--- src/sv/swkf_pkg.sv ---
// ----------------------------------------------------------------------------
// swkf_pkg
// shared types and constants of the sliding window kth order filter
// ----------------------------------------------------------------------------
package swkf_pkg;

    localparam int SAMPLE_W     = 12;
    localparam int CFG_W        = 6;
    localparam int CFG_IDX_W    = 2;
    localparam int SEEN_W       = 7;
    localparam int COUNT_W      = 7;
    localparam int DEF_SAMPLE_LEVELS = 4096;
    localparam int DEF_HISTORY_DEPTH = 64;
    localparam logic [SEEN_W-1:0] SEEN_MAX = 7'd64;

    localparam logic [CFG_IDX_W-1:0] CFG_LEFT_OFFSET  = 2'd0;
    localparam logic [CFG_IDX_W-1:0] CFG_RIGHT_OFFSET = 2'd1;
    localparam logic [CFG_IDX_W-1:0] CFG_KTH_INDEX    = 2'd2;

    localparam logic signed [CFG_W-1:0] RST_LEFT_OFFSET  = -6'sd1;
    localparam logic signed [CFG_W-1:0] RST_RIGHT_OFFSET = 6'sd1;
    localparam logic [CFG_W-1:0]        RST_KTH_INDEX    = 6'd1;

    typedef struct packed {
        logic [SAMPLE_W-1:0] sample;
        logic                line_end;
    } in_item_t;

    typedef struct packed {
        logic [SAMPLE_W-1:0] order_value;
        logic                line_done;
        logic                run_last;
    } out_item_t;

endpackage

--- src/sv/swkf_ram.sv ---
// ----------------------------------------------------------------------------
// swkf_ram
// generic single write, single read ram with registered read data
// ----------------------------------------------------------------------------
module swkf_ram #(
    parameter int WIDTH = 12,
    parameter int DEPTH = 64
) (
    input  logic                     clk,
    input  logic                     we,
    input  logic [$clog2(DEPTH)-1:0] waddr,
    input  logic [WIDTH-1:0]         wdata,
    input  logic [$clog2(DEPTH)-1:0] raddr,
    output logic [WIDTH-1:0]         rdata
);

    logic [WIDTH-1:0] mem [DEPTH];

    always_ff @(posedge clk)
    begin
        if (we)
        begin
            mem[waddr] <= wdata;
        end
        rdata <= mem[raddr];
    end

endmodule

--- src/sv/sliding_window_kth_order_filter.sv ---
// ----------------------------------------------------------------------------
// sliding_window_kth_order_filter
// kth order statistic over a sliding window of one line of samples
// ----------------------------------------------------------------------------
//  channel | direction | handshake            | payload
//  in      | input     | in_valid / in_ready  | in_data  (sample, line_end)
//  out     | output    | out_valid / out_ready| out_data (order_value, line_done, run_last)
//  cfg     | input     | cfg_valid / cfg_ready| cfg_index, cfg_data
//
//  each result is set by a bitwise search of the value (msb first) that counts
//  window samples below a trial value, one history ram read per sample per bit
//  reset clears control state and the line state; the history ram is not cleared
//  a stalled output holds only the finished result; the next search starts
//  while it waits, and a new input item is taken once all searches are done
// ----------------------------------------------------------------------------
module sliding_window_kth_order_filter
    import swkf_pkg::*;
#(
    parameter int SAMPLE_LEVELS = swkf_pkg::DEF_SAMPLE_LEVELS,
    parameter int HISTORY_DEPTH = swkf_pkg::DEF_HISTORY_DEPTH
) (
    input  logic                               clk,
    input  logic                               rst_n,
    input  logic                               in_valid,
    output logic                               in_ready,
    input  swkf_pkg::in_item_t                 in_data,
    output logic                               out_valid,
    input  logic                               out_ready,
    output swkf_pkg::out_item_t                out_data,
    input  logic                               cfg_valid,
    output logic                               cfg_ready,
    input  logic [swkf_pkg::CFG_IDX_W-1:0]     cfg_index,
    input  logic [swkf_pkg::CFG_W-1:0]         cfg_data
);

    localparam int AW = $clog2(HISTORY_DEPTH);
    localparam int BIT_W = 4;

    localparam logic [1:0] ST_IDLE  = 2'd0;
    localparam logic [1:0] ST_SCAN  = 2'd1;
    localparam logic [1:0] ST_DRAIN = 2'd2;
    localparam logic [1:0] ST_OUT   = 2'd3;

    // d mod depth for every history distance the window can reach
    logic [AW-1:0] mod_tab [64];
    for (genvar g = 0; g < 64; g++)
    begin : g_mod
        assign mod_tab[g] = AW'(g % HISTORY_DEPTH);
    end

    // configuration
    logic signed [CFG_W-1:0] left_reg, right_reg;
    logic [CFG_W-1:0]        kth_reg;

    // line state
    logic [SAMPLE_W-1:0] first_reg;
    logic [SEEN_W-1:0]   seen_reg;
    logic [AW-1:0]       wr_ptr_reg;

    // search state
    logic [1:0]              state_reg, state_next;
    logic signed [CFG_W-1:0] lo_reg, lo_next;
    logic [COUNT_W-1:0]      n_reg, n_next;
    logic [CFG_W-1:0]        k_reg, k_next;
    logic [CFG_W-1:0]        b_reg, b_next;
    logic                    last_reg, last_next;
    logic [AW-1:0]           newest_reg, newest_next;
    logic [SEEN_W-1:0]       wseen_reg, wseen_next;
    logic [SAMPLE_W-1:0]     wfirst_reg, wfirst_next;
    logic [COUNT_W-1:0]      e_reg, e_next;
    logic [BIT_W-1:0]        bit_reg, bit_next;
    logic [SAMPLE_W-1:0]     r_reg, r_next;
    logic [COUNT_W-1:0]      cnt_reg, cnt_next;
    logic                    p_valid_reg, p_valid_next;
    logic                    p_first_reg, p_first_next;
    logic                    out_valid_reg, out_valid_next;
    out_item_t               out_reg, out_next;

    logic                in_fire;
    logic [SAMPLE_W-1:0] s_sat, ram_rdata;
    logic [AW-1:0]       raddr;

    assign in_ready  = (state_reg == ST_IDLE);
    assign in_fire   = in_valid && in_ready;
    assign cfg_ready = 1'b1;
    assign out_valid = out_valid_reg;
    assign out_data  = out_reg;

    always_comb
    begin
        s_sat = in_data.sample;
        if (32'(in_data.sample) >= SAMPLE_LEVELS)
        begin
            s_sat = SAMPLE_W'(SAMPLE_LEVELS - 1);
        end
    end

    swkf_ram #(
        .WIDTH (SAMPLE_W),
        .DEPTH (HISTORY_DEPTH)
    ) u_history (
        .clk   (clk),
        .we    (in_fire),
        .waddr (wr_ptr_reg),
        .wdata (s_sat),
        .raddr (raddr),
        .rdata (ram_rdata)
    );

    // window setup from the live configuration
    logic signed [CFG_W-1:0] hi_c;
    logic [CFG_W-2:0]        lag_c;
    logic [SEEN_W-1:0]       seen_new;
    logic [COUNT_W-1:0]      n_c;
    logic [CFG_W-1:0]        b0_c;

    always_comb
    begin
        hi_c     = (right_reg < left_reg) ? left_reg : right_reg;
        lag_c    = hi_c[CFG_W-1] ? '0 : hi_c[CFG_W-2:0];
        seen_new = (seen_reg == SEEN_MAX) ? SEEN_MAX : seen_reg + 1'b1;
        n_c      = COUNT_W'(7'(signed'(hi_c)) - 7'(signed'(left_reg)) + 7'sd1);
        b0_c     = ({2'b00, lag_c} < seen_new) ? {1'b0, lag_c} : CFG_W'(seen_new - 1'b1);
    end

    // address of window element e of the current position
    logic signed [8:0] off_c, d_c;
    logic [CFG_W-1:0]  dcl_c;
    logic              first_c;
    logic [AW:0]       sum_c;

    always_comb
    begin
        off_c   = 9'(lo_reg) + signed'({2'b00, e_reg});
        d_c     = signed'({3'b000, b_reg}) - off_c;
        dcl_c   = d_c[8] ? '0 : d_c[CFG_W-1:0];
        first_c = ({1'b0, dcl_c} >= wseen_reg);
        sum_c   = {1'b0, newest_reg} + (AW+1)'(HISTORY_DEPTH) - {1'b0, mod_tab[dcl_c]};
        if (sum_c >= (AW+1)'(HISTORY_DEPTH))
        begin
            sum_c = sum_c - (AW+1)'(HISTORY_DEPTH);
        end
        raddr = sum_c[AW-1:0];
    end

    // compare of the returning window sample against the trial value
    logic [SAMPLE_W-1:0] trial_c, val_c;
    logic                hit_c;
    logic [COUNT_W-1:0]  total_c;

    always_comb
    begin
        trial_c = r_reg | (SAMPLE_W'(1) << bit_reg);
        val_c   = p_first_reg ? wfirst_reg : ram_rdata;
        hit_c   = p_valid_reg && (val_c < trial_c);
        total_c = cnt_reg + COUNT_W'(hit_c);
    end

    logic out_free;
    assign out_free = !out_valid_reg || out_ready;

    always_comb
    begin
        state_next     = state_reg;
        lo_next        = lo_reg;
        n_next         = n_reg;
        k_next         = k_reg;
        b_next         = b_reg;
        last_next      = last_reg;
        newest_next    = newest_reg;
        wseen_next     = wseen_reg;
        wfirst_next    = wfirst_reg;
        e_next         = e_reg;
        bit_next       = bit_reg;
        r_next         = r_reg;
        cnt_next       = cnt_reg;
        p_valid_next   = 1'b0;
        p_first_next   = p_first_reg;
        out_valid_next = out_valid_reg && !out_ready;
        out_next       = out_reg;

        unique case (state_reg)
            ST_IDLE:
            begin
                if (in_fire)
                begin
                    lo_next     = left_reg;
                    n_next      = n_c;
                    k_next      = ({1'b0, kth_reg} > n_c - 1'b1) ? CFG_W'(n_c - 1'b1) : kth_reg;
                    last_next   = in_data.line_end;
                    newest_next = wr_ptr_reg;
                    wseen_next  = seen_new;
                    wfirst_next = (seen_reg == '0) ? s_sat : first_reg;
                    e_next      = '0;
                    bit_next    = BIT_W'(SAMPLE_W - 1);
                    r_next      = '0;
                    cnt_next    = '0;
                    if (in_data.line_end)
                    begin
                        b_next     = b0_c;
                        state_next = ST_SCAN;
                    end
                    else if (seen_new > {2'b00, lag_c})
                    begin
                        b_next     = {1'b0, lag_c};
                        state_next = ST_SCAN;
                    end
                end
            end
            ST_SCAN:
            begin
                cnt_next     = total_c;
                p_valid_next = 1'b1;
                p_first_next = first_c;
                e_next       = e_reg + 1'b1;
                if (e_reg == n_reg - 1'b1)
                begin
                    state_next = ST_DRAIN;
                end
            end
            ST_DRAIN:
            begin
                if (total_c <= {1'b0, k_reg})
                begin
                    r_next = trial_c;
                end
                e_next   = '0;
                cnt_next = '0;
                if (bit_reg == '0)
                begin
                    state_next = ST_OUT;
                end
                else
                begin
                    bit_next   = bit_reg - 1'b1;
                    state_next = ST_SCAN;
                end
            end
            ST_OUT:
            begin
                if (out_free)
                begin
                    out_valid_next       = 1'b1;
                    out_next.order_value = r_reg;
                    out_next.line_done   = last_reg && (b_reg == '0);
                    out_next.run_last    = !last_reg || (b_reg == '0);
                    if (last_reg && (b_reg != '0))
                    begin
                        b_next     = b_reg - 1'b1;
                        bit_next   = BIT_W'(SAMPLE_W - 1);
                        r_next     = '0;
                        state_next = ST_SCAN;
                    end
                    else
                    begin
                        state_next = ST_IDLE;
                    end
                end
            end
            default:
            begin
                state_next = ST_IDLE;
            end
        endcase
    end

    // control, configuration and line state
    always_ff @(posedge clk or negedge rst_n)
    begin
        if (!rst_n)
        begin
            state_reg     <= ST_IDLE;
            out_valid_reg <= 1'b0;
            p_valid_reg   <= 1'b0;
            left_reg      <= RST_LEFT_OFFSET;
            right_reg     <= RST_RIGHT_OFFSET;
            kth_reg       <= RST_KTH_INDEX;
            first_reg     <= '0;
            seen_reg      <= '0;
            wr_ptr_reg    <= '0;
        end
        else
        begin
            state_reg     <= state_next;
            out_valid_reg <= out_valid_next;
            p_valid_reg   <= p_valid_next;
            if (cfg_valid && cfg_ready)
            begin
                unique case (cfg_index)
                    CFG_LEFT_OFFSET:  left_reg  <= signed'(cfg_data);
                    CFG_RIGHT_OFFSET: right_reg <= signed'(cfg_data);
                    CFG_KTH_INDEX:    kth_reg   <= cfg_data;
                    default:          ;
                endcase
            end
            if (in_fire)
            begin
                wr_ptr_reg <= (wr_ptr_reg == AW'(HISTORY_DEPTH - 1)) ? '0 : wr_ptr_reg + 1'b1;
                if (in_data.line_end)
                begin
                    // line over: start the next line empty
                    seen_reg  <= '0;
                    first_reg <= '0;
                end
                else
                begin
                    seen_reg  <= seen_new;
                    first_reg <= (seen_reg == '0) ? s_sat : first_reg;
                end
            end
        end
    end

    // search datapath
    always_ff @(posedge clk)
    begin
        lo_reg      <= lo_next;
        n_reg       <= n_next;
        k_reg       <= k_next;
        b_reg       <= b_next;
        last_reg    <= last_next;
        newest_reg  <= newest_next;
        wseen_reg   <= wseen_next;
        wfirst_reg  <= wfirst_next;
        e_reg       <= e_next;
        bit_reg     <= bit_next;
        r_reg       <= r_next;
        cnt_reg     <= cnt_next;
        p_first_reg <= p_first_next;
        out_reg     <= out_next;
    end

endmodule

--- config.mk ---
export PLATFORM = sky130hd
export DESIGN_NAME = sliding_window_kth_order_filter
export DESIGN_NICKNAME = d
export VERILOG_FILES = /design/src/sv/swkf_pkg.sv /design/src/sv/swkf_ram.sv /design/src/sv/sliding_window_kth_order_filter.sv
export SDC_FILE = /design/constraint.sdc
export NUM_CORES = 1
export LEC_CHECK = 0
export BUFFER_PORTS_ARGS = -buffer_cell sky130_fd_sc_hd__buf_2
export CORE_AREA = 2 2 246 248
export CTS_BUF_LIST = sky130_fd_sc_hd__clkbuf_4
export DETAILED_ROUTE_END_ITERATION = 10
export DIE_AREA = 0 0 248 250
export HOLD_SLACK_MARGIN = 0.03
export PLACE_DENSITY = 0.81
export SLEW_MARGIN = 15
export SYNTH_ARGS = -nofsm -noshare
export SYNTH_HDL_FRONTEND = slang
export SYNTH_SLANG_ARGS = --single-unit
export TNS_END_PERCENT = 100
--- constraint.sdc ---
create_clock -name clk -period 6.9 [get_ports clk]
set_input_delay 0.69 -clock clk [delete_from_list [all_inputs] [get_ports clk]]
set_output_delay 0.69 -clock clk [all_outputs]
set_load 0.01 [all_outputs]
==> results_dict.tcl <==
set metrics [dict create \
    hold_class "in -> reg" \
    reg2reg_depth 20 \
    syn_area_per_cell_um2 19.49 \
    grt_pass1_wl_um 131700 \
    r2r_start "left_reg[5]$_DFFE_PN1P_" \
    io_pins 43 \
    drive_gt1_frac 0.3243 \
    yosys_warnings 0 \
    outcome "complete, no violations" \
    syn_inst 1966 \
    largest_reg_flops 768 \
    synthDistinctLibCells 63 \
    cp.buffers_inverters 4 \
    dr.first_iter.drc_count 2620 \
    holdBufCountCts 16 \
    grt_setup_unrepaired "false" \
    hold_path.startpoint "cfg_valid" \
    num_rows 90 \
    clk_pin_slew_ns 0.06 \
    grtUsageTotal 0.2971 \
    start_util 0.6432 \
    synthFlopType "edfxtp_1" \
    setup_viol 0 \
    path_delay_family "adder cells" \
    nNetsFinal 2346 \
    drt-total-wl_um 87920 \
    async_flop_share 0.05092 \
    dp_hpwl_um 53020 \
    relSlewSlack 0.1820 \
    critPathLaunchType "flop" \
    period_share 0.8577 \
    ant_nets 0 \
    finalHoldViolCount 0 \
    slowest_delay_ns 0.60 \
    r2r-end "k_reg[5]$_DFFE_PP_" \
    crit_arrival_ns 6.70 \
    clockBufferDepth 3 \
    grt_pass1_vias 21389 \
    crit_fanout 6 \
    fp.dieH_um 250 \
    min_to "left_reg[5]$_DFFE_PN1P_" \
    drv_slew 0 \
    whs_path_depth 4 \
    synth_edf_count 864 \
    regMostFlops "u_history.mem" \
    die_w_um 248 \
    cts_setup_buffers 0 \
    clk_latency_ns 1.09 \
    clock-root-buffer "clkbuf_4" \
    fp.coreArea_um2 59570 \
    yosysSeqAreaShare 0.7144 \
    cts_resized 0 \
    drc 0 \
    via_count 20598 \
    maxCapViolCount 0 \
    cts_buffers 214 \
    cts_tree "done" \
    path_class "reg -> reg" \
    via_per_inst 6.473 \
    min_period_ns 5.918 \
    required_ns 7.68 \
    endpoint_kind "flop" \
    tightest_slew_ns 1.222 \
    cts_sinks 923 \
    layout_common_cells "864 x edfxtp_1, 314 x clkbuf_4, 240 x mux4_2, 86 x ha_1, 79 x inv_1" \
    fin_tns_setup_ns 0 \
    max_freq_ghz 0.1690 \
    place.gp.congestion 0.8855 \
    antenna_found_initial 4 \
    grt_overflow_total 0 \
    drt_first_pass_iters 5 \
    grt_max_degree 66 \
    syn_area_um2 38320 \
    ctsHtreeMaxLevel 4 \
    final.fill_count 3465 \
    die-area_um2 62000 \
    synth_fp_nets 2087 \
    regToRegSetupSlack_ns 0.98 \
    mostFrequentLayoutCell "edfxtp_1" \
    skew_ns 0.08789 \
    portBuffers 41 \
    ys_ff_latch 923 \
    worstPathCellList "inv_1 -> ha_1 -> or4b_2 -> o21ai_0 -> a31o_2 -> mux2i_1 -> ha_1 -> inv_1 -> ha_1 -> inv_1 -> fa_1 -> inv_1 -> nor3_1 -> or3b_2 -> xor2_1 -> ha_1 -> and3_1 -> a221oi_1 -> a221o_1 -> mux2i_1" \
    syn2layout_area_growth_pct 11.75 \
    crit_path_top_delay_cell "or4b_2" \
    post_drt_wl_per_cell_um 27.63 \
]
-- area by class of cell --
type,count,area [um^2],area share
Multi-Input combinational cell,880,10410,0.2432
Clock inverter,73,414.1,0.009673
Sequential cell,923,27370,0.6393
Inverter,80,300.3,0.007013
Clock buffer,314,2357,0.05506
Tap cell,782,978.4,0.02285
Timing Repair Buffer,126,973.4,0.02274
Antenna cell,4,10.01,0.0002338
-- cells in the mapped netlist, drive strengths merged, types with 3 or more instances --
master / number / area, um^2
edfxtp: 864 / 25940
mux4: 240 / 5405
nor2: 89 / 334.1
ha: 87 / 1089
inv: 80 / 300.3
clkbuf: 55 / 206.5
nand2: 54 / 202.7
mux2i: 48 / 480.5
dfrtp: 39 / 975.9
mux2: 38 / 427.9
a21oi: 32 / 163.9
xnor2: 31 / 271.5
buf: 28 / 148.9
o21ai: 26 / 130.1
nand3: 21 / 105.1
nor2b: 21 / 131.4
xor2: 20 / 182.7
a21o: 18 / 135.1
and2: 16 / 100.1
nor3: 16 / 80.08
a22o: 15 / 131.4
nand2b: 15 / 93.84
dfxtp: 12 / 240.2
nand3b: 9 / 67.56
and3: 8 / 51.30
dfstp: 8 / 210.2
fa: 8 / 160.2
a221o: 6 / 60.06
a31oi: 6 / 37.54
o21a: 6 / 45.04
or2: 5 / 31.28
or3: 5 / 31.28
nor3b: 4 / 30.03
o31ai: 4 / 30.03
nand4: 3 / 18.77
-- layer usage --
metal / vias up / part of all wire / GRT usage
met5: - / 0.00011 / 0
met4: 2 / 0.035 / 0.1240
met3: 210 / 0.10 / 0.07108
li1: 8578 / - / -
met2: 1333 / 0.50 / 0.4707
met1: 10475 / 0.37 / 0.4012
-- logic make-up (layout without fill, tap and decap cells) --
logic type / Yosys count / count (layout) / synth area share
multiplexers: 326 / 326 / 0.1648
XOR/XNOR: 51 / 51 / 0.01185
other: 1 / 5 / 0.00009787
adder cells (fa/ha/maj): 95 / 95 / 0.03259
AND/OR/NAND/NOR: 275 / 275 / 0.03533
flip-flops: 923 / 923 / 0.7144
AO/OA/AOI/OAI: 132 / 132 / 0.02387
buffers and inverters: 163 / 593 / 0.01711
-- how the worst max path moves through the flow --
stage / start / endpoint / cells after the start
after floorplan: left_reg[4]$_DFFE_PN1P_ / k_reg[3]$_DFFE_PP_ / 22
after global routing: left_reg[5]$_DFFE_PN1P_ / k_reg[1]$_DFFE_PP_ / 20
final: left_reg[5]$_DFFE_PN1P_ / k_reg[5]$_DFFE_PP_ / 20
after CTS: left_reg[5]$_DFFE_PN1P_ / k_reg[5]$_DFFE_PP_ / 20
after detailed placement: left_reg[5]$_DFFE_PN1P_ / k_reg[2]$_DFFE_PP_ / 20
after global placement: e_reg[0]$_SDFFCE_PN0P_ / u_history.rdata[2]$_DFF_P_ / 19
-- metrics by stage --
step / area [um^2] / std cells / hold WS [ns] / setup slack [ns] / util
2_1_floorplan: 38320 / 1966 / 0.3944 / 1.416 / -
3_3_place_gp: 39860 / 2775 / 0.4341 / 1.163 / 0.6692
3_5_place_dp: 39860 / 2775 / 0.4348 / 0.9866 / 0.6692
4_1_cts: 42800 / 3178 / 0.1163 / 0.9863 / 0.7184
5_1_grt: 42810 / 3181 / 0.1657 / 0.6179 / 0.7187
6_report: 42820 / 3182 / 0.1931 / 0.9819 / 0.7188
-- worst min-delay path: stages --
cell and delay [ns]:
buf_2 0.11, nor3b_2 0.23, nand2_1 0.09, o21ai_0 0.08
Power is left out: the tool's default activity adds up to more than one toggle a clock period on the data nets, which glitch-free logic cannot reach.
